[src/rtl/ntrm_pkg.sv]
// ---------------------------------------------------------------------------
// ntrm_pkg
// types and constants of the nearest two ratio matcher
// ---------------------------------------------------------------------------
package ntrm_pkg;

    localparam int ELEM_W    = 16;
    localparam int IDX_W     = 16;
    localparam int RATIO_W   = 16;
    localparam int SQ_W      = 32;
    localparam int DIST_W    = 39;
    localparam int ONE_SHIFT = 15;
    localparam int PROD_W    = DIST_W + RATIO_W;
    localparam int QDEPTH    = 4;
    localparam int QPTR_W    = 2;
    localparam int QCNT_W    = 3;

    localparam logic [RATIO_W-1:0] RATIO_RESET = 16'd19661;
    localparam logic [DIST_W-1:0]  DIST_MAX    = {DIST_W{1'b1}};
    localparam logic [1:0]         SEEN_MAX    = 2'd2;

    localparam logic CMD_QUERY = 1'b0;
    localparam logic CMD_CAND  = 1'b1;

    typedef struct packed {
        logic                     cmd;
        logic signed [ELEM_W-1:0] elem;
        logic signed [ELEM_W-1:0] qval;
        logic [IDX_W-1:0]         idx;
        logic                     last_elem;
        logic                     last_cand;
    } item_t;

    typedef struct packed {
        logic full;
        logic empty;
    } qstat_t;

endpackage

[src/rtl/nearest_two_ratio_matcher.sv]
// ---------------------------------------------------------------------------
// nearest_two_ratio_matcher
// nearest neighbour ratio test of one query descriptor against candidates
//
//   channel   handshake                  payload
//   request   item_valid / item_stall    cmd elem_value cand_index last_elem last_cand
//   result    result_valid / result_stall match_found match_index
//   config    ratio_we                   ratio_wdata
//
// one request a cycle sustained when not stalled, set by the single query store port
// results pass front, queue, squaring, search, snapshot, product and result registers
// reset clears control and search state; the query store needs loading first
// a stalled result holds the back pipeline; the queue then fills and stalls requests
// ---------------------------------------------------------------------------
module nearest_two_ratio_matcher #(
    parameter int DESC_LEN   = 64,
    parameter int INDEX_BITS = 16
) (
    input  logic                               clk,
    input  logic                               rst_n,
    input  logic                               item_valid,
    output logic                               item_stall,
    input  logic                               cmd,
    input  logic signed [ntrm_pkg::ELEM_W-1:0] elem_value,
    input  logic [ntrm_pkg::IDX_W-1:0]         cand_index,
    input  logic                               last_elem,
    input  logic                               last_cand,
    output logic                               result_valid,
    input  logic                               result_stall,
    output logic                               match_found,
    output logic [ntrm_pkg::IDX_W-1:0]         match_index,
    input  logic                               ratio_we,
    input  logic [ntrm_pkg::RATIO_W-1:0]       ratio_wdata
);
    import ntrm_pkg::*;

    logic               push;
    logic               pop;
    item_t              push_item;
    item_t              head_item;
    qstat_t             qstat;
    logic [RATIO_W-1:0] ratio_reg;

    always_ff @(posedge clk or negedge rst_n)
    begin
        if (!rst_n)
            ratio_reg <= RATIO_RESET;
        else if (ratio_we)
            ratio_reg <= ratio_wdata;
    end

    ntrm_front #(
        .DESC_LEN   (DESC_LEN),
        .INDEX_BITS (INDEX_BITS)
    ) u_front (
        .clk        (clk),
        .rst_n      (rst_n),
        .item_valid (item_valid),
        .item_stall (item_stall),
        .cmd        (cmd),
        .elem_value (elem_value),
        .cand_index (cand_index),
        .last_elem  (last_elem),
        .last_cand  (last_cand),
        .push       (push),
        .push_item  (push_item),
        .qstat      (qstat)
    );

    ntrm_queue u_queue (
        .clk       (clk),
        .rst_n     (rst_n),
        .push      (push),
        .push_item (push_item),
        .pop       (pop),
        .head_item (head_item),
        .qstat     (qstat)
    );

    ntrm_back u_back (
        .clk          (clk),
        .rst_n        (rst_n),
        .head_item    (head_item),
        .qstat        (qstat),
        .pop          (pop),
        .ratio        (ratio_reg),
        .result_valid (result_valid),
        .result_stall (result_stall),
        .match_found  (match_found),
        .match_index  (match_index)
    );

endmodule

[src/rtl/ntrm_front.sv]
// ---------------------------------------------------------------------------
// ntrm_front
// accepts requests, keeps the element position and the query store
// ---------------------------------------------------------------------------
module ntrm_front #(
    parameter int DESC_LEN   = 64,
    parameter int INDEX_BITS = 16
) (
    input  logic                              clk,
    input  logic                              rst_n,
    input  logic                              item_valid,
    output logic                              item_stall,
    input  logic                              cmd,
    input  logic signed [ntrm_pkg::ELEM_W-1:0] elem_value,
    input  logic [ntrm_pkg::IDX_W-1:0]        cand_index,
    input  logic                              last_elem,
    input  logic                              last_cand,
    output logic                              push,
    output ntrm_pkg::item_t                   push_item,
    input  ntrm_pkg::qstat_t                  qstat
);
    import ntrm_pkg::*;

    localparam int POS_W = $clog2(DESC_LEN);
    localparam logic [POS_W-1:0] LAST_POS = POS_W'(DESC_LEN - 1);
    localparam logic [IDX_W-1:0] IDX_MASK =
        (INDEX_BITS >= IDX_W) ? {IDX_W{1'b1}} : IDX_W'((33'd1 << INDEX_BITS) - 33'd1);

    logic signed [ELEM_W-1:0] qmem [DESC_LEN];

    logic                     accept;
    logic [POS_W-1:0]         pos_reg;
    logic [POS_W-1:0]         pos_next;
    logic                     stage_valid_reg;
    logic                     stage_valid_next;
    logic                     cmd_reg;
    logic signed [ELEM_W-1:0] elem_reg;
    logic signed [ELEM_W-1:0] qval_reg;
    logic [IDX_W-1:0]         idx_reg;
    logic                     last_elem_reg;
    logic                     last_cand_reg;

    assign item_stall = stage_valid_reg && qstat.full;
    assign accept     = item_valid && !item_stall;
    assign push       = stage_valid_reg && !qstat.full;

    always_comb
    begin
        pos_next = pos_reg;
        if (accept)
        begin
            if (last_elem || pos_reg == LAST_POS)
                pos_next = '0;
            else
                pos_next = pos_reg + POS_W'(1);
        end
        stage_valid_next = stage_valid_reg;
        if (accept)
            stage_valid_next = 1'b1;
        else if (push)
            stage_valid_next = 1'b0;
    end

    always_ff @(posedge clk or negedge rst_n)
    begin
        if (!rst_n)
        begin
            pos_reg         <= '0;
            stage_valid_reg <= 1'b0;
        end
        else
        begin
            pos_reg         <= pos_next;
            stage_valid_reg <= stage_valid_next;
        end
    end

    // query store, written on query loads, read on every accepted request
    always_ff @(posedge clk)
    begin
        if (accept && cmd == CMD_QUERY)
            qmem[pos_reg] <= elem_value;
        if (accept)
            qval_reg <= qmem[pos_reg];
    end

    always_ff @(posedge clk)
    begin
        if (accept)
        begin
            cmd_reg       <= cmd;
            elem_reg      <= elem_value;
            idx_reg       <= cand_index & IDX_MASK;
            last_elem_reg <= last_elem;
            last_cand_reg <= last_cand;
        end
    end

    always_comb
    begin
        push_item.cmd       = cmd_reg;
        push_item.elem      = elem_reg;
        push_item.qval      = qval_reg;
        push_item.idx       = idx_reg;
        push_item.last_elem = last_elem_reg;
        push_item.last_cand = last_cand_reg;
    end

endmodule

[src/rtl/ntrm_queue.sv]
// ---------------------------------------------------------------------------
// ntrm_queue
// short queue between the front and the back
// ---------------------------------------------------------------------------
module ntrm_queue (
    input  logic             clk,
    input  logic             rst_n,
    input  logic             push,
    input  ntrm_pkg::item_t  push_item,
    input  logic             pop,
    output ntrm_pkg::item_t  head_item,
    output ntrm_pkg::qstat_t qstat
);
    import ntrm_pkg::*;

    item_t             slots [QDEPTH];
    logic [QPTR_W-1:0] wr_ptr_reg;
    logic [QPTR_W-1:0] rd_ptr_reg;
    logic [QCNT_W-1:0] count_reg;
    logic [QCNT_W-1:0] count_next;

    assign qstat.full  = (count_reg == QCNT_W'(QDEPTH));
    assign qstat.empty = (count_reg == '0);
    assign head_item   = slots[rd_ptr_reg];

    always_comb
    begin
        count_next = count_reg;
        if (push && !pop)
            count_next = count_reg + QCNT_W'(1);
        else if (pop && !push)
            count_next = count_reg - QCNT_W'(1);
    end

    always_ff @(posedge clk or negedge rst_n)
    begin
        if (!rst_n)
        begin
            wr_ptr_reg <= '0;
            rd_ptr_reg <= '0;
            count_reg  <= '0;
        end
        else
        begin
            count_reg <= count_next;
            if (push)
                wr_ptr_reg <= wr_ptr_reg + QPTR_W'(1);
            if (pop)
                rd_ptr_reg <= rd_ptr_reg + QPTR_W'(1);
        end
    end

    always_ff @(posedge clk)
    begin
        if (push)
            slots[wr_ptr_reg] <= push_item;
    end

endmodule

[src/rtl/ntrm_back.sv]
// ---------------------------------------------------------------------------
// ntrm_back
// distance accumulation, best and second tracking, ratio test
// ---------------------------------------------------------------------------
module ntrm_back (
    input  logic                           clk,
    input  logic                           rst_n,
    input  ntrm_pkg::item_t                head_item,
    input  ntrm_pkg::qstat_t               qstat,
    output logic                           pop,
    input  logic [ntrm_pkg::RATIO_W-1:0]   ratio,
    output logic                           result_valid,
    input  logic                           result_stall,
    output logic                           match_found,
    output logic [ntrm_pkg::IDX_W-1:0]     match_index
);
    import ntrm_pkg::*;

    logic advance;

    // squaring stage
    logic               s1_valid_reg;
    logic               s1_cmd_reg;
    logic               s1_last_elem_reg;
    logic               s1_last_cand_reg;
    logic [IDX_W-1:0]   s1_idx_reg;
    logic [SQ_W-1:0]    s1_sq_reg;
    logic signed [ELEM_W:0]     diff;
    logic signed [2*ELEM_W+1:0] diff_sq;

    // search state
    logic [DIST_W-1:0] acc_reg,    acc_next;
    logic [DIST_W-1:0] best_reg,   best_next;
    logic [DIST_W-1:0] second_reg, second_next;
    logic [IDX_W-1:0]  bidx_reg,   bidx_next;
    logic [1:0]        seen_reg,   seen_next;
    logic [DIST_W:0]   sum;
    logic [DIST_W-1:0] acc_sum;
    logic [DIST_W-1:0] best_upd;
    logic [DIST_W-1:0] second_upd;
    logic [IDX_W-1:0]  bidx_upd;
    logic [1:0]        seen_upd;

    // finished search snapshot
    logic              r_valid_reg, r_valid_next;
    logic              r_ok_reg;
    logic [DIST_W-1:0] r_best_reg;
    logic [DIST_W-1:0] r_second_reg;
    logic [IDX_W-1:0]  r_idx_reg;

    // ratio product stage
    logic              t_valid_reg;
    logic              t_ok_reg;
    logic [IDX_W-1:0]  t_idx_reg;
    logic [PROD_W-1:0] t_prod_reg;
    logic [PROD_W-1:0] t_bsh_reg;

    // result register
    logic              out_valid_reg;
    logic              found_reg;
    logic [IDX_W-1:0]  index_reg;
    logic              found;

    assign advance = !out_valid_reg || !result_stall;
    assign pop     = advance && !qstat.empty;

    assign diff    = (ELEM_W+1)'(head_item.elem) - (ELEM_W+1)'(head_item.qval);
    assign diff_sq = (2*ELEM_W+2)'(diff) * (2*ELEM_W+2)'(diff);

    always_ff @(posedge clk or negedge rst_n)
    begin
        if (!rst_n)
            s1_valid_reg <= 1'b0;
        else if (advance)
            s1_valid_reg <= !qstat.empty;
    end

    always_ff @(posedge clk)
    begin
        if (pop)
        begin
            s1_cmd_reg       <= head_item.cmd;
            s1_last_elem_reg <= head_item.last_elem;
            s1_last_cand_reg <= head_item.last_cand;
            s1_idx_reg       <= head_item.idx;
            s1_sq_reg        <= diff_sq[SQ_W-1:0];
        end
    end

    always_comb
    begin
        sum     = {1'b0, acc_reg} + (DIST_W+1)'(s1_sq_reg);
        acc_sum = sum[DIST_W] ? DIST_MAX : sum[DIST_W-1:0];

        best_upd   = best_reg;
        second_upd = second_reg;
        bidx_upd   = bidx_reg;
        if (acc_sum < best_reg)
        begin
            second_upd = best_reg;
            best_upd   = acc_sum;
            bidx_upd   = s1_idx_reg;
        end
        else if (acc_sum < second_reg)
        begin
            second_upd = acc_sum;
        end
        seen_upd = (seen_reg == SEEN_MAX) ? SEEN_MAX : seen_reg + 2'd1;

        acc_next     = acc_reg;
        best_next    = best_reg;
        second_next  = second_reg;
        bidx_next    = bidx_reg;
        seen_next    = seen_reg;
        r_valid_next = 1'b0;

        if (s1_valid_reg)
        begin
            if (s1_cmd_reg == CMD_QUERY)
            begin
                acc_next = '0;
                if (s1_last_elem_reg)
                begin
                    best_next   = DIST_MAX;
                    second_next = DIST_MAX;
                    bidx_next   = '0;
                    seen_next   = '0;
                end
            end
            else if (!s1_last_elem_reg)
            begin
                acc_next = acc_sum;
            end
            else
            begin
                acc_next = '0;
                if (s1_last_cand_reg)
                begin
                    r_valid_next = 1'b1;
                    best_next    = DIST_MAX;
                    second_next  = DIST_MAX;
                    bidx_next    = '0;
                    seen_next    = '0;
                end
                else
                begin
                    best_next   = best_upd;
                    second_next = second_upd;
                    bidx_next   = bidx_upd;
                    seen_next   = seen_upd;
                end
            end
        end
    end

    always_ff @(posedge clk or negedge rst_n)
    begin
        if (!rst_n)
        begin
            acc_reg     <= '0;
            best_reg    <= DIST_MAX;
            second_reg  <= DIST_MAX;
            bidx_reg    <= '0;
            seen_reg    <= '0;
            r_valid_reg <= 1'b0;
        end
        else if (advance)
        begin
            acc_reg     <= acc_next;
            best_reg    <= best_next;
            second_reg  <= second_next;
            bidx_reg    <= bidx_next;
            seen_reg    <= seen_next;
            r_valid_reg <= r_valid_next;
        end
    end

    always_ff @(posedge clk)
    begin
        if (advance)
        begin
            r_ok_reg     <= (seen_upd == SEEN_MAX);
            r_best_reg   <= best_upd;
            r_second_reg <= second_upd;
            r_idx_reg    <= bidx_upd;
        end
    end

    always_ff @(posedge clk or negedge rst_n)
    begin
        if (!rst_n)
        begin
            t_valid_reg   <= 1'b0;
            out_valid_reg <= 1'b0;
        end
        else if (advance)
        begin
            t_valid_reg   <= r_valid_reg;
            out_valid_reg <= t_valid_reg;
        end
    end

    // best << 15 against second * ratio
    always_ff @(posedge clk)
    begin
        if (advance)
        begin
            t_ok_reg   <= r_ok_reg;
            t_idx_reg  <= r_idx_reg;
            t_prod_reg <= PROD_W'(r_second_reg) * PROD_W'(ratio);
            t_bsh_reg  <= PROD_W'({r_best_reg, {ONE_SHIFT{1'b0}}});
        end
    end

    assign found = t_ok_reg && (t_bsh_reg < t_prod_reg);

    always_ff @(posedge clk)
    begin
        if (advance)
        begin
            found_reg <= found;
            index_reg <= found ? t_idx_reg : '0;
        end
    end

    assign result_valid = out_valid_reg;
    assign match_found  = found_reg;
    assign match_index  = index_reg;

endmodule

[config.mk]
export PLATFORM = sky130hd
export DESIGN_NAME = nearest_two_ratio_matcher
export DESIGN_NICKNAME = d
export VERILOG_FILES = /design/src/rtl/ntrm_pkg.sv /design/src/rtl/nearest_two_ratio_matcher.sv /design/src/rtl/ntrm_front.sv /design/src/rtl/ntrm_queue.sv /design/src/rtl/ntrm_back.sv
export SDC_FILE = /design/constraint.sdc
export NUM_CORES = 2
export LEC_CHECK = 0
export ABC_AREA = 1
export BUFFER_PORTS_ARGS = -buffer_cell sky130_fd_sc_hd__buf_2
export CAP_MARGIN = 0
export CORE_UTILIZATION = 60
export DETAILED_ROUTE_END_ITERATION = 7
export GPL_ROUTABILITY_DRIVEN = 0
export HOLD_SLACK_MARGIN = 0.08
export PLACE_DENSITY = 0.77
export SYNTH_ARGS = -nofsm -noshare
export SYNTH_HDL_FRONTEND = slang
export SYNTH_SLANG_ARGS = --single-unit
[constraint.sdc]
create_clock -name clk -period 14.1 [get_ports clk]
set_input_delay 0 -clock clk [delete_from_list [all_inputs] [get_ports clk]]
set_output_delay 0 -clock clk [all_outputs]
set_load 0.005 [all_outputs]
# Yosys cells after proc, flatten, opt, wreduce, memory -nomap -nowiden

Memory sizes are Yosys's and may differ from the RTL's. A register that Yosys moved wholly into a read port is not among the register bits.
Index checks and enable logic that the tools add are counted.

Register bits after elaboration: 478
Memory bits (writable): 1228
Input port bits: 56
Output and inout bits: 19
Memories: 2

$add $sub $neg: 8
Multipliers: 2
Order comparisons: 3
Equality and inequality tests: 4
Multiplexer cells: 36
Bitwise gates (word level): 1
Reductions and logical operators: 22

Memories:

| name          | words | width | read ports | clocked after Yosys merged registers in | write ports | RTL line         | source |
|---|---|---|---|---|---|---|---|
| u_front.qmem  | 64    | 16    | 1          | 1                                       | 1           | ntrm_front.sv:29 | `logic signed [ELEM_W-1:0] qmem [DESC_LEN];` |
| u_queue.slots | 4     | 51    | 1          | 0                                       | 1           | ntrm_queue.sv:16 | `item_t slots [QDEPTH];` |

Operators by type and width:

| kind                | count |
|---|---|
| $mux 39             | 13 |
| $mux 16             | 5 |
| $lt 39x39->1        | 2 |
| $lt 54x55->1        | 1 |
| $mul 39x16->55      | 1 |
| $add 39x32->40      | 1 |
| $mul 17x17->32      | 1 |
| $sub 16x16->17      | 1 |
| $mux 1              | 10 |
| $mux 2              | 5 |
| $logic_and 1x1->1   | 8 |
| $logic_not 1->1     | 7 |
| $add 2x1->2 const B | 3 |
| $add 6x1->6 const B | 1 |
| $eq 6x6->1 const B  | 1 |
| $mux 3              | 2 |
| $mux 6              | 1 |
| $eq 2x2->1 const B  | 2 |
| $reduce_bool 2->1   | 2 |
| $add 3x1->3 const B | 1 |
| $eq 3x3->1 const B  | 1 |
| $logic_not 3->1     | 1 |
| $reduce_and 3->1    | 1 |
| $sub 3x1->3 const B | 1 |
| 3 further kinds     | 4 |

# Logic depth before layout (Yosys ltp)

Depth after elaboration: 8
Depth in mapped cells: 51

# Modules after synthesis

Synthesis repeated with hierarchy kept, for this count alone.

Cells, all modules: 10825
Area, all modules: 104839.3 µm²

Modules (own cells, without submodules):

| module                    | instances | cells an instance | area an instance (µm²) |
|---|---|---|---|
| ntrm_back                 | 1         | 5773              | 50488.4 |
| ntrm_front                | 1         | 4341              | 45133.3 |
| ntrm_queue                | 1         | 643               | 8563.2 |
| nearest_two_ratio_matcher | 1         | 68                | 654.4 |

# Worst setup path after synthesis

No wires, ideal clock.

Path kind: register to register
Start point: reg u_back.out_valid_reg, in the netlist u_back.result_valid
End point: reg u_queue.count_reg[1]
Arrival: 9.694 ns
Required time: 13.977 ns
Slack: 4.283 ns
Stages on the path, launching flop included: 10
Clock period less this slack: 9.817 ns
Path through: dfrtp_1 > nand2_1 > inv_1 > a31oi_1 > inv_1 > ha_1 > inv_1 > fa_1 > nor2_1 > a21oi_1

Word-level cells in the longest chain between the ends: 6
Elaborated cells between the ends (all ways): 8
Those cells by class: 1 x mux; 7 x reduce/logical

RTL lines:

| element                         | RTL line                        | source |
|---|---|---|
| start, declared                 | ntrm_back.sv:59                 | `logic out_valid_reg;` |
| start signal, assigned          | ntrm_back.sv:199                | `out_valid_reg <= t_valid_reg;` |
| $logic_not 1->1                 | ntrm_back.sv:64                 | `assign advance = !out_valid_reg \|\| !result_stall;` |
| $logic_or 1x1->1                | ntrm_back.sv:64                 |  |
| named net u_back.advance        | ntrm_back.sv:19                 | `logic advance;` |
| $logic_and 1x1->1               | ntrm_back.sv:65                 | `assign pop = advance && !qstat.empty;` |
| named net pop                   | nearest_two_ratio_matcher.sv:38 | `logic pop;` |
| $logic_not 1->1                 | ntrm_queue.sv:29                | `if (push && !pop)` |
| $logic_and 1x1->1               | ntrm_queue.sv:29                |  |
| $mux 3                          | ntrm_queue.sv:29                |  |
| named net u_queue.count_next[1] | ntrm_queue.sv:20                | `logic [QCNT_W-1:0] count_next;` |
| end signal, assigned            | ntrm_queue.sv:45                | `count_reg <= count_next;` |
| end, declared                   | ntrm_queue.sv:19                | `logic [QCNT_W-1:0] count_reg;` |

The timed path passes the listed nets, and every way through them passes these cells.
A chain may end at the register's enable or synchronous reset.

# Final worst setup path

Start point: reg u_queue.rd_ptr_reg[0]
End point: reg u_back.s1_sq_reg[30] (data pin)

Word-level cells in the longest chain between the ends: 3

RTL lines:

| element                      | RTL line         | source |
|---|---|---|
| start, declared              | ntrm_queue.sv:18 | `logic [QPTR_W-1:0] rd_ptr_reg;` |
| start signal, assigned       | ntrm_queue.sv:49 | `rd_ptr_reg <= rd_ptr_reg + QPTR_W'(1);` |
| $mem_v2 4x51                 | n/a              |  |
| $sub 16x16->17               | ntrm_back.sv:67  | `assign diff = (ELEM_W+1)'(head_item.elem) - (ELEM_W+1)'(head_item.qval);` |
| $mul 17x17->32               | ntrm_back.sv:68  | `assign diff_sq = (2*ELEM_W+2)'(diff) * (2*ELEM_W+2)'(diff);` |
| named net u_back.diff_sq[30] | ntrm_back.sv:29  | `logic signed [2*ELEM_W+1:0] diff_sq;` |
| end signal, assigned         | ntrm_back.sv:86  | `s1_sq_reg <= diff_sq[SQ_W-1:0];` |
| end, declared                | ntrm_back.sv:27  | `logic [SQ_W-1:0] s1_sq_reg;` |

The timed path passes the listed nets, and every way through them passes these cells.

==> impl_metrics.tcl <==
set metrics [dict create \
    synthArstFlopShare_pct 9.82 \
    cts_max_level 4 \
    hold_path_class "in -> reg" \
    antenna_found_initial 2 \
    cp_data_required_time_ps 14620 \
    numCtsBuffers 165 \
    yosysMostFrequentCell "nand2_1" \
    grt_use_total_pct 30.2 \
    antenna_left 0 \
    cts_tree "yes" \
    syn_area_um2 98100 \
    areaGrowthSynthToFinish_pct 9.58 \
    crit_path_max_incr_delay_ps 850 \
    seq_area_frac_synth_pct 51.9 \
    rsz0062_at_grt "false" \
    ios 75 \
    num_antenna_cells 0 \
    r2r_slack_ps 3560 \
    fillers 11600 \
    regToRegEndpoint "u_back.s1_sq_reg[30]$_DFFE_PP_" \
    hold_depth 2 \
    outcome "finished clean" \
    core_um2 163000 \
    nNetsFinal 10000 \
    die_h_um 406 \
    r2r_cells 36 \
    setup_viol 0 \
    crit_top_cell "nand2_1" \
    synthTopCellsByCount "nand2_1 (1,821), edfxtp_1 (1,552), inv_1 (1,486)" \
    worstReg2RegStart "u_queue.rd_ptr_reg[0]$_DFFE_PN0P_" \
    grt_pass1_vias 68300 \
    holdPathEnd "u_front.cmd_reg$_DFFE_PP_" \
    syn_nets 9915 \
    clock-skew-final_ps 86.1 \
    cap_violations 0 \
    fin_cells 11100 \
    fmax_mhz 94.9 \
    drcViolationCount 0 \
    largest_register_ffs 1024 \
    drtPass1Iterations 7 \
    hp-start "cmd" \
    hold_violations 0 \
    ys_ff_latch 1721 \
    port_buffers 74 \
    syn-mean-instance-area_um2 11.3 \
    critPathSlowestCell "inv_2" \
    drive_above_1_share_pct 7.62 \
    clockRootBuffer "clkbuf_16" \
    path_clk_slew_ps 60 \
    slew_headroom_pct 17.5 \
    worst_slew_pin_slew_ps 1230 \
    fin_crit_sh_pct 74.7 \
    slew_violations 0 \
    grt_pass1_wl_um 379000 \
    num_vias 66600 \
    vias_per_cell 5.98 \
    wirelength_um 245000 \
    rows 148 \
    cts-resized-gates 0 \
    drt-initial-drc-count 7468 \
    die_area_um2 165000 \
    worstSetupPathType "reg -> reg" \
    synth_flop_cell "edfxtp_1" \
    die_w_um 406 \
    tns_ps 0 \
    cp_max_fo 60 \
    cts_max_path_buffers 3 \
    yosys-top-cells-area "edfxtp_1 (47%), fa_1 (16%), nand2_1 (7.0%)" \
    grt_overflow 0 \
    ys_warn_count 0 \
    dpl.hpwl_um 156000 \
    wl_per_cell_um 22.0 \
    placed_cells 10700 \
    ys_types 61 \
    grt_max_degree 93 \
    netlist_instances 8707 \
    yosysTopAreaCellShare_pct 47.5 \
    period_needed_ps 10540 \
    critPathLaunchType "register" \
    cp-end-kind "register" \
    synth_edf_count 1552 \
    final_util_pct 66.1 \
    start_util_pct 60.4 \
    cts_sinks 1721 \
    hold_slack_ps 135 \
    clk_latency_ps 850 \
    yosysTopAreaCell "edfxtp_1" \
    arrival_ps 11060 \
]
## worst max-delay path by stage
stage / startpoint / end / slack [ps] / cells after the start
final: u_queue.rd_ptr_reg[0]$_DFFE_PN0P_ / u_back.s1_sq_reg[30]$_DFFE_PP_ / 3560 / 36
after global routing: u_queue.rd_ptr_reg[0]$_DFFE_PN0P_ / u_back.s1_sq_reg[30]$_DFFE_PP_ / 2930 / 36
after CTS: u_queue.rd_ptr_reg[0]$_DFFE_PN0P_ / u_back.s1_sq_reg[30]$_DFFE_PP_ / 3670 / 36
after detailed placement: u_queue.rd_ptr_reg[0]$_DFFE_PN0P_ / u_back.s1_sq_reg[30]$_DFFE_PP_ / 3760 / 36
after global placement: u_queue.rd_ptr_reg[0]$_DFFE_PN0P_ / u_back.s1_sq_reg[30]$_DFFE_PP_ / 4040 / 36
after floorplan: u_back.result_valid$_DFFE_PN0N_ / u_queue.count_reg[1]$_DFFE_PN0P_ / 4280 / 9
## cell families after synthesis
family          Yosys count  synth area share, %
mux                      17                0.194
compound gates         1099                 7.50
simple gates           2712                 11.3
buf+inv                1877                 7.34
flops                  1721                 51.9
fa+ha+maj              1152                 20.6
xor+xnor                129                 1.17
## routing by layer
| metal | track usage (%) | vias to the layer above | wire [um] |
|---|---|---|---|
| met5 | 0 | - | 13 |
| met4 | 13.2 | 2 | 10500 |
| met3 | 5.47 | 670 | 24300 |
| met2 | 49.4 | 3723 | 118000 |
| met1 | 39.6 | 33100 | 92300 |
| li1 | - | 29100 | - |
## layout make-up
class                           count  area (um2)  share of cell area [%]
Clock buffer                      209        4430                    4.12
Clock inverter                     92        1020                   0.945
Inverter                         1497        5620                    5.23
Multi-Input combinational cell   5109       40200                    37.4
Sequential cell                  1721       50900                    47.4
Tap cell                         2175        2720                    2.53
Timing Repair Buffer              331        2600                    2.42
## cells in the final DEF, fill, tap and decap left out, drive strengths merged, types with 105 or more instances in the layout
| master | instances |
|---|---|
| a21oi | 234 |
| a22oi | 137 |
| ha | 377 |
| nand4 | 166 |
| nor2 | 443 |
| nand2 | 1826 |
| inv | 1500 |
| edfxtp | 1552 |
| buf | 225 |
| fa | 775 |
| nand3 | 199 |
| a22o | 121 |
| clkbuf | 210 |
| a221oi | 133 |
| dlygate4sd3 | 105 |
| o21ai | 300 |
## what timing repair did
| action | CTS | global route |
|---|---|---|
| hold buffers | 106 | 0 |
| endpoints found under the hold margin | 1219 | 0 |
| buffers inserted | 0 | 0 |
## worst max-delay path, delay by kind of cell, from the launching register on
kind | cells | cell delay [ps]
flops | 1 | 580
xor+xnor | 1 | 60
compound gates | 6 | 970
fa+ha+maj | 8 | 4170
buf+inv | 6 | 2400
simple gates | 15 | 2080
## stage by stage
stage               worst slack [ps]  area, um2
floorplan                       4280      98100
global placement                4040     101000
detailed placement              3760     101000
CTS                             3670     108000
global route                    2930     108000
finish                          3560     108000
Power is left out: the tool's default activity adds up to more than one toggle a clock period on the data nets, which glitch-free logic cannot reach.
